File: src/design/blus_pkg.sv
// ----------------------------------------------------------------------------
// Bounded list store package
// Shared sizes, operation codes, item types and the control/status structs
// that join the list controller to its datapath.
// ----------------------------------------------------------------------------
`default_nettype none

package blus_pkg;

  // Storage sizes.
  localparam int CAPACITY = 32;
  localparam int DATA_W   = 32;
  localparam int AW       = (CAPACITY > 1) ? $clog2(CAPACITY) : 1;
  localparam int CNT_W    = $clog2(CAPACITY + 1);
  localparam int OP_W     = 3;

  // Operation codes carried by an input item.
  typedef enum logic [OP_W-1:0] {
    OP_APPEND    = 3'd0,
    OP_PREPEND   = 3'd1,
    OP_DEL_FIRST = 3'd2,
    OP_DEL_ALL   = 3'd3,
    OP_DEL_ODD   = 3'd4
  } op_e;

  // One input item.
  typedef struct packed {
    logic [OP_W-1:0]          op;
    logic signed [DATA_W-1:0] value;
  } item_in_t;

  // One result item.
  typedef struct packed {
    logic                     ok;
    logic [CNT_W-1:0]         count;
    logic                     is_empty;
    logic                     is_full;
    logic signed [DATA_W-1:0] min_value;
  } item_out_t;

  // Commands from the controller to the datapath.
  typedef struct packed {
    logic                     load;       // latch value, op and start a walk
    logic                     down;       // walk downwards (head insert shift)
    logic                     step;       // issue the next read of the walk
    logic                     append;     // write value at the tail
    logic                     head_write; // write value at the head
    logic                     commit;     // take the compacted count and minimum
    logic [OP_W-1:0]          op;
    logic [DATA_W-1:0]        value;
  } dp_cmd_t;

  // Status from the datapath to the controller.
  typedef struct packed {
    logic                     is_empty;
    logic                     is_full;
    logic                     walk_done;  // all reads issued and written back
    logic                     found;      // a remove-first match was dropped
    logic [CNT_W-1:0]         count;
    logic [DATA_W-1:0]        min_value;
  } dp_status_t;

endpackage

`default_nettype wire

File: src/design/bounded_unordered_list_store.sv
// ----------------------------------------------------------------------------
// Bounded list store
// A compact array of up to 32 signed words with append, head insert and
// three kinds of removal; every item returns one status result.
// ----------------------------------------------------------------------------
// One item is worked on at a time. An append writes the tail directly; an
// insert at the head and a removal first walk over every stored entry,
// because the element memory has one read port and the shift or
// compaction walk visits one entry per cycle. A failed insert on a full
// list, a removal on an empty list or an unused op code skips the walk and
// goes straight to its result. The next item can be accepted in the cycle
// after the result is loaded. The result sits in an output register, so a
// new item may be accepted while the previous result is still waiting; its
// own result then waits until that register is free.
// Inserts on a full list and removals on an empty list fail without change;
// the reported minimum is zero when the list is empty.
`default_nettype none

module bounded_unordered_list_store (
  input  wire logic               clk_i,
  input  wire logic               rst_ni,
  input  wire logic               in_valid_i,
  output logic                    in_stall_o,
  input  wire blus_pkg::item_in_t in_data_i,
  output logic                    out_valid_o,
  input  wire logic               out_stall_i,
  output blus_pkg::item_out_t     out_data_o
);

  blus_pkg::dp_cmd_t    dp_cmd;
  blus_pkg::dp_status_t dp_status;

  // Sequencing and handshakes.
  blus_ctrl u_ctrl (
    .clk_i       (clk_i),
    .rst_ni      (rst_ni),
    .in_valid_i  (in_valid_i),
    .in_stall_o  (in_stall_o),
    .in_data_i   (in_data_i),
    .out_valid_o (out_valid_o),
    .out_stall_i (out_stall_i),
    .out_data_o  (out_data_o),
    .cmd_o       (dp_cmd),
    .status_i    (dp_status)
  );

  // Element storage and walk.
  blus_datapath u_datapath (
    .clk_i    (clk_i),
    .rst_ni   (rst_ni),
    .cmd_i    (dp_cmd),
    .status_o (dp_status)
  );

endmodule

`default_nettype wire

File: src/design/blus_datapath.sv
// ----------------------------------------------------------------------------
// Bounded list store datapath
// Element memory with one write and one registered read port, the walk
// counters, the compaction write pointer, the element count and the
// running minimum.
// ----------------------------------------------------------------------------
`default_nettype none

module blus_datapath (
  input  wire logic                 clk_i,
  input  wire logic                 rst_ni,
  input  wire blus_pkg::dp_cmd_t    cmd_i,
  output blus_pkg::dp_status_t      status_o
);

  // Element memory.
  logic [blus_pkg::DATA_W-1:0] mem_q [blus_pkg::CAPACITY];

  // Control registers.
  logic [blus_pkg::CNT_W-1:0]  count_q;
  logic [blus_pkg::CNT_W-1:0]  rd_left_q;
  logic [blus_pkg::CNT_W-1:0]  rd_ptr_q;
  logic [blus_pkg::CNT_W-1:0]  kept_q;
  logic                        rd_vld_q;
  logic                        found_q;

  // Payload registers.
  logic [blus_pkg::DATA_W-1:0] rd_data_q;
  logic [blus_pkg::AW-1:0]     rd_addr_q;
  logic [blus_pkg::DATA_W-1:0] value_q;
  logic [blus_pkg::OP_W-1:0]   op_q;
  logic [blus_pkg::DATA_W-1:0] min_q;
  logic [blus_pkg::DATA_W-1:0] scan_min_q;

  // Write port and decisions.
  logic                        rd_issue;
  logic                        mem_we;
  logic [blus_pkg::AW-1:0]     mem_waddr;
  logic [blus_pkg::DATA_W-1:0] mem_wdata;
  logic                        match;
  logic                        drop;
  logic                        keep_wr;
  logic                        is_first_op;
  logic                        value_is_min;

  // A read is issued while the walk still has entries to visit.
  assign rd_issue = cmd_i.step && (rd_left_q != '0);

  // Drop decision for the entry coming out of the memory.
  assign match       = (rd_data_q == value_q);
  assign is_first_op = (op_q == blus_pkg::OP_DEL_FIRST);

  always_comb begin
    unique case (op_q)
      blus_pkg::OP_DEL_FIRST: drop = match && !found_q;
      blus_pkg::OP_DEL_ALL:   drop = match;
      blus_pkg::OP_DEL_ODD:   drop = rd_data_q[0];
      default:                drop = 1'b0;
    endcase
  end

  assign keep_wr = rd_vld_q && !cmd_i.down && !drop;

  // The new value becomes the minimum when the list is empty or it is smaller.
  assign value_is_min = (count_q == '0) || ($signed(value_q) < $signed(min_q));

  // Single write port: tail append, head write, shifted or kept entry.
  always_comb begin
    mem_we    = 1'b0;
    mem_waddr = '0;
    mem_wdata = rd_data_q;
    priority if (cmd_i.append) begin
      mem_we    = 1'b1;
      mem_waddr = count_q[blus_pkg::AW-1:0];
      mem_wdata = value_q;
    end else if (cmd_i.head_write) begin
      mem_we    = 1'b1;
      mem_waddr = '0;
      mem_wdata = value_q;
    end else if (rd_vld_q && cmd_i.down) begin
      mem_we    = 1'b1;
      mem_waddr = rd_addr_q + blus_pkg::AW'(1);
    end else if (keep_wr) begin
      mem_we    = 1'b1;
      mem_waddr = kept_q[blus_pkg::AW-1:0];
    end else begin
      mem_we    = 1'b0;
    end
  end

  // Memory write and registered read.
  always_ff @(posedge clk_i) begin
    if (mem_we) begin
      mem_q[mem_waddr] <= mem_wdata;
    end
    if (rd_issue) begin
      rd_data_q <= mem_q[rd_ptr_q[blus_pkg::AW-1:0]];
      rd_addr_q <= rd_ptr_q[blus_pkg::AW-1:0];
    end
  end

  // Payload registers: latched value and op, running minima.
  always_ff @(posedge clk_i) begin
    if (cmd_i.load) begin
      value_q <= cmd_i.value;
      op_q    <= cmd_i.op;
    end
    if (keep_wr && ((kept_q == '0) || ($signed(rd_data_q) < $signed(scan_min_q)))) begin
      scan_min_q <= rd_data_q;
    end
    if ((cmd_i.append || cmd_i.head_write) && value_is_min) begin
      min_q <= value_q;
    end else if (cmd_i.commit) begin
      min_q <= scan_min_q;
    end
  end

  // Control registers: count, walk counters, compaction pointer.
  always_ff @(posedge clk_i or negedge rst_ni) begin
    if (!rst_ni) begin
      count_q   <= '0;
      rd_left_q <= '0;
      rd_ptr_q  <= '0;
      kept_q    <= '0;
      rd_vld_q  <= 1'b0;
      found_q   <= 1'b0;
    end else begin
      rd_vld_q <= rd_issue;
      if (cmd_i.load) begin
        rd_left_q <= count_q;
        rd_ptr_q  <= cmd_i.down ? (count_q - blus_pkg::CNT_W'(1)) : '0;
        kept_q    <= '0;
        found_q   <= 1'b0;
      end else if (rd_issue) begin
        rd_left_q <= rd_left_q - blus_pkg::CNT_W'(1);
        rd_ptr_q  <= cmd_i.down ? (rd_ptr_q - blus_pkg::CNT_W'(1))
                                : (rd_ptr_q + blus_pkg::CNT_W'(1));
      end
      if (keep_wr) begin
        kept_q <= kept_q + blus_pkg::CNT_W'(1);
      end
      if (rd_vld_q && !cmd_i.down && drop && is_first_op) begin
        found_q <= 1'b1;
      end
      if (cmd_i.append || cmd_i.head_write) begin
        count_q <= count_q + blus_pkg::CNT_W'(1);
      end else if (cmd_i.commit) begin
        count_q <= kept_q;
      end
    end
  end

  // Status towards the controller.
  always_comb begin
    status_o.count     = count_q;
    status_o.is_empty  = (count_q == '0);
    status_o.is_full   = (count_q == blus_pkg::CNT_W'(blus_pkg::CAPACITY));
    status_o.walk_done = (rd_left_q == '0) && !rd_vld_q;
    status_o.found     = found_q;
    status_o.min_value = (count_q == '0) ? '0 : min_q;
  end

endmodule

`default_nettype wire

File: src/design/blus_ctrl.sv
// ----------------------------------------------------------------------------
// Bounded list store controller
// Accepts one item at a time, sequences the datapath through the append,
// head insert or compaction walk, and holds the result in an output register.
// ----------------------------------------------------------------------------
`default_nettype none

module blus_ctrl (
  input  wire logic                 clk_i,
  input  wire logic                 rst_ni,
  input  wire logic                 in_valid_i,
  output logic                      in_stall_o,
  input  wire blus_pkg::item_in_t   in_data_i,
  output logic                      out_valid_o,
  input  wire logic                 out_stall_i,
  output blus_pkg::item_out_t       out_data_o,
  output blus_pkg::dp_cmd_t         cmd_o,
  input  wire blus_pkg::dp_status_t status_i
);

  typedef enum logic [2:0] {
    ST_IDLE,
    ST_APPEND,
    ST_SHIFT,
    ST_HEAD,
    ST_COMPACT,
    ST_DONE
  } state_e;

  state_e                    state_q;
  logic [blus_pkg::OP_W-1:0] op_q;
  logic                      ok_q;
  logic                      out_valid_q;
  blus_pkg::item_out_t       out_data_q;

  logic                      accept;
  logic                      out_free;
  logic                      walk_end;
  logic                      is_del;

  assign accept   = (state_q == ST_IDLE) && in_valid_i;
  assign out_free = !out_valid_q || !out_stall_i;
  assign walk_end = status_i.walk_done;
  assign is_del   = (in_data_i.op == blus_pkg::OP_DEL_FIRST) ||
                    (in_data_i.op == blus_pkg::OP_DEL_ALL) ||
                    (in_data_i.op == blus_pkg::OP_DEL_ODD);

  assign in_stall_o  = (state_q != ST_IDLE);
  assign out_valid_o = out_valid_q;
  assign out_data_o  = out_data_q;

  // Commands to the datapath.
  always_comb begin
    cmd_o            = '0;
    cmd_o.load       = accept;
    cmd_o.op         = in_data_i.op;
    cmd_o.value      = in_data_i.value;
    cmd_o.down       = (state_q == ST_IDLE) ? (in_data_i.op == blus_pkg::OP_PREPEND)
                                            : (state_q == ST_SHIFT);
    cmd_o.step       = (state_q == ST_SHIFT) || (state_q == ST_COMPACT);
    cmd_o.append     = (state_q == ST_APPEND);
    cmd_o.head_write = (state_q == ST_HEAD);
    cmd_o.commit     = (state_q == ST_COMPACT) && walk_end;
  end

  // State, success flag and output register.
  always_ff @(posedge clk_i or negedge rst_ni) begin
    if (!rst_ni) begin
      state_q     <= ST_IDLE;
      op_q        <= '0;
      ok_q        <= 1'b0;
      out_valid_q <= 1'b0;
      out_data_q  <= '0;
    end else begin
      // The done state reloads the output register itself.
      if (out_valid_q && !out_stall_i && (state_q != ST_DONE)) begin
        out_valid_q <= 1'b0;
      end
      unique case (state_q)
        ST_IDLE: begin
          if (accept) begin
            op_q <= in_data_i.op;
            ok_q <= 1'b0;
            priority if ((in_data_i.op == blus_pkg::OP_APPEND) && !status_i.is_full) begin
              state_q <= ST_APPEND;
            end else if ((in_data_i.op == blus_pkg::OP_PREPEND) && !status_i.is_full) begin
              state_q <= ST_SHIFT;
            end else if (is_del && !status_i.is_empty) begin
              state_q <= ST_COMPACT;
            end else begin
              state_q <= ST_DONE;
            end
          end
        end
        ST_APPEND: begin
          ok_q    <= 1'b1;
          state_q <= ST_DONE;
        end
        ST_SHIFT: begin
          if (walk_end) begin
            state_q <= ST_HEAD;
          end
        end
        ST_HEAD: begin
          ok_q    <= 1'b1;
          state_q <= ST_DONE;
        end
        ST_COMPACT: begin
          if (walk_end) begin
            ok_q    <= (op_q == blus_pkg::OP_DEL_FIRST) ? status_i.found : 1'b1;
            state_q <= ST_DONE;
          end
        end
        ST_DONE: begin
          if (out_free) begin
            out_valid_q          <= 1'b1;
            out_data_q.ok        <= ok_q;
            out_data_q.count     <= status_i.count;
            out_data_q.is_empty  <= status_i.is_empty;
            out_data_q.is_full   <= status_i.is_full;
            out_data_q.min_value <= status_i.min_value;
            state_q              <= ST_IDLE;
          end
        end
        default: begin
          state_q <= ST_IDLE;
        end
      endcase
    end
  end

endmodule

`default_nettype wire

File: config.mk
export PLATFORM = sky130hd
export DESIGN_NAME = bounded_unordered_list_store
export DESIGN_NICKNAME = d
export VERILOG_FILES = /design/src/design/blus_pkg.sv /design/src/design/bounded_unordered_list_store.sv /design/src/design/blus_datapath.sv /design/src/design/blus_ctrl.sv
export SDC_FILE = /design/constraint.sdc
export NUM_CORES = 1
export LEC_CHECK = 0
export BUFFER_PORTS_ARGS = -buffer_cell sky130_fd_sc_hd__buf_2
export CORE_MARGIN = 2
export CORE_UTILIZATION = 50
export DETAILED_ROUTE_END_ITERATION = 10
export HOLD_SLACK_MARGIN = 0.05
export PLACE_DENSITY = 0.73
export SLEW_MARGIN = 25
export SYNTH_ARGS = -nofsm -noshare
export SYNTH_HDL_FRONTEND = slang
export SYNTH_SLANG_ARGS = --single-unit
File: constraint.sdc
create_clock -name clk_i -period 9.8 [get_ports clk_i]
set_input_delay 0.49 -clock clk_i [delete_from_list [all_inputs] [get_ports clk_i]]
set_output_delay 0.49 -clock clk_i [all_outputs]
set_load 0.05 [all_outputs]
==> metrics.md <==
| Metric | Value |
|---|---|
| Tcrit/Tclk final | between 40% and 50% |
| Final-report hold violation count | 0 |
| Critical Path RT | 10.13 ns |
| Worst setup path startpoint | u_datapath.rd_data_q[24] |
| Syn Nets | approximately 2500 |
| Detailed-route DRC error count | 0 |
| Crit path kind | register to register |
| Final Util | 57.11% |
| Area occupied by multi-input gates | 12200 µm² |
| Pwr Density | around 340 nW/µm² |
| Port Buf Inserts | 81 |
| Max-cap violations | 0 |
| RSZ-0062 raised after global routing | no |
| Grt met2 use | between 30% and 40% |
| Nets | between 2000 and 3000 |
| Setup WS pre-CTS | around 5.5 ns |
| Maximum VDD drop | 0.3017 mV |
| Num CTS Buffers | 119 |
| Worst setup path endpoint | u_datapath.mem_q[11][4] |
| Vias per cell | 6.169 |
| Via count | 24540 |
| CTS tree | done |
| Initial antenna violation count | 7 |
| Clk_skew | 0.06160 ns |
| Seq/Total Area, Yosys | about three quarters |
| Hold-fix buffer count after cts | 31 |
| #FFs+latches synth | between 1000 and 1500 |
| Worst R2R Path Depth | 9 |
| Total gr overflow | 0 |
| Clock Path Buffers | 3 |
| Clock Pin Slew Worst Setup and Hold Paths | 0.06 ns |
| DRT antenna net count | 0 |
| Most common cell after layout, fill and taps aside | edfxtp_1 |
| Die height | 318.5 µm |
| Post-layout min period | 4.319 ns |
| EDFF count, synth | ~1200 |
| Placed cell count | 3723 |
| H-tree depth | 3 |
| Die ar. | 101400 µm² |
| CP Launch Type | register |
| Layer with the highest usage | met2 |
| Setup TNS | 0 ns |
| Total global-route track usage | 22.63% |
| Vias in the first global route | ~25000 |
| Hold crit path type | input port to register |
| Met1 Use GR | 31.84% |
| Postcts setup bufs | 0 |
| Worst setup margin | 5.481 ns |
| Commonest cells after routing, fill and taps aside | edfxtp_1 (1160), mux4_2 (320), nand2_1 (122), clkbuf_16 (120), inv_1 (83) |
| Clk_lat worst skew | 0.71 ns |
| Mapped cell area | 49450 µm² |
| Lkg Pwr | 18.63 nW |
| Die Wd | ~320 µm |
| CP arrival | 4.65 ns |
| Synth-to-Final Area Change | 13.50% |
| Worst Tran Pin Value | 0.9989 ns |
| Clk sinks | between 1000 and 1500 |
| Rel. slew slack | 33.41% |
| CTS resizes | 0 |
| Pin count of the biggest net entering global routing | between 90 and 100 |
| ANT cells | 0 |
| Area after DPL | 51800 µm² |
| Routability-driven placement congestion ratio | 0.9101 |
| FF-to-FF End | u_datapath.mem_q[11][4] |
| Worst Path Max Fanout | 19 |
| DP HPWL | 68.67 mm |
| Num ports | 82 |
| Library cells used by synthesis | 70 |
| Top_reg_cell synth | edfxtp_1 |
| Final Cell Area | roughly 56000 µm² |
| Warnings from Yosys | 0 |
| Drt wl/cell | 28.76 µm |
| CTS Root Cell | clkbuf_16 |
| First-pass GRT wire length | around 170 mm |
| Post-Layout Cell Count | 3977 |
| Synthesized area per cell | 20.53 µm² |
| Site row count | 115 |
| Slew Viols, Final | 0 |
| Worst reg2reg startpoint | u_datapath.rd_data_q[24] |
| Max Clock Freq | 231.5 MHz |
| Register Area | 36700 µm² |
| Post-synth ARST share | about 6% |
| Share of cells above drive strength 1 | roughly 28% |
| Core area | 98280 µm² |
| Setup-failing EPs final | 0 |
| Cell count after synthesis | between 2000 and 2500 |
| Fillers | 6968 |
| Starting Density | 50.32% |
| Starting DRT DRC Count | 3199 |
| Run status | finished clean |
| Slack of the worst reg-to-reg path | 5.48 ns |
| CP Capture Type | register |
| WL final | between 100 and 150 mm |
| GR Layer Usage met3 | 3.364% |
| TritonRoute pass-1 iters | 8 |
## how the worst min path moves through the flow
| stage | end | depth (start not counted) | slack (ns) | from |
|---|---|---|---|---|
| floorplan | u_ctrl.ok_q | 0 | 0.19 | rst_ni |
| finish | u_datapath.value_q[24] | 1 | 0.09 | in_data_i[24] |
| global placement | u_ctrl.op_q[2] | 2 | 0.45 | u_ctrl.op_q[2] |
| CTS | u_datapath.value_q[24] | 1 | 0.05 | in_data_i[24] |
| detailed placement | u_ctrl.out_data_o[32] | 2 | 0.47 | u_ctrl.out_data_o[32] |
| global route | u_datapath.value_q[24] | 1 | 0.05 | in_data_i[24] |
## final cells by class
type,count,share of cell area [%]
sequential,1234,65.39
clock inverter,66,1.233
inverter,86,0.5751
timing repair buffer,173,2.546
tap,1287,2.869
multi-input combinational,978,21.74
clock buffer,153,5.642
## sequential cells by signal, summed over array words and instances, names as in the netlist, 6 cells and up
register               cells
u_datapath.mem_q        1024
u_datapath.rd_left_q       6
u_datapath.kept_q          6
u_datapath.rd_data_q      32
u_datapath.min_q          32
u_ctrl.out_data_o         41
u_datapath.value_q        32
u_datapath.scan_min_q     32
u_datapath.count_q         6
## routing by layer
metal	share of wire [%]	vias to the layer above
met2	50	1174
li1	-	10210
met1	39	12960
met5	0.011	-
met3	8.1	188
met4	3.0	2
## power breakdown
part           internal [mW]  total (mW)  leakage (nW)  switching (mW)
clock                   2.57        4.51          1.88            1.94
combinational           2.32        6.23          5.33            3.91
sequential              7.69        8.29          11.4           0.599
total                   12.6        19.0          18.6            6.44
## synthesized netlist by cell type (8+ instances only)
cell	n	area share (%)
dfrtp_1	74	3.7
mux4_2	320	15
nand3_1	23	0.23
a31oi_1	8	0.10
a21o_1	32	0.49
nand2b_1	13	0.16
inv_1	84	0.64
a22o_1	33	0.58
buf_4	23	0.35
nand2_1	144	1.1
nand4_1	23	0.29
a21oi_1	29	0.29
o21ai_0	23	0.23
edfxtp_1	1160	70
xor2_1	10	0.18
mux2_2	39	0.89
mux2_1	28	0.64
nor3_1	14	0.14
ha_1	72	1.8
buf_1	20	0.15
nor2_1	52	0.39
clkbuf_1	54	0.41
xnor2_1	37	0.66
buf_2	9	0.091
## metrics by stage
step           hold WS [ns]  total power, mW
2_1_floorplan        0.1944            12.19
3_3_place_gp         0.4546            14.29
3_5_place_dp         0.4743            14.57
4_1_cts             0.05344            19.10
5_1_grt             0.05496            19.76
6_report            0.08511            19.03
## worst max-delay path: stages (launching register included)
cell and delay [ns]:
edfxtp_1 0.47, xnor2_1 0.34, nand4_1 0.16, nor3_1 0.32, and4_1 0.35, o22ai_1 0.11, o21ai_1 0.53, nand3_1 0.60
nor2_4 0.63, buf_4 0.45
## cells by family after synthesis
logic type | after synthesis | share of synthesized area [%]
muxes | 388 | 16.12
adders and majority gates | 73 | 1.862
DFF | 1234 | 74.19
AOI/OAI and AO/OA | 166 | 2.414
and+or+nand+nor | 304 | 2.816
xor gates and xnor gates | 47 | 0.8324
buffers and inverters | 197 | 1.769
Power figures use the tool's default switching activity.
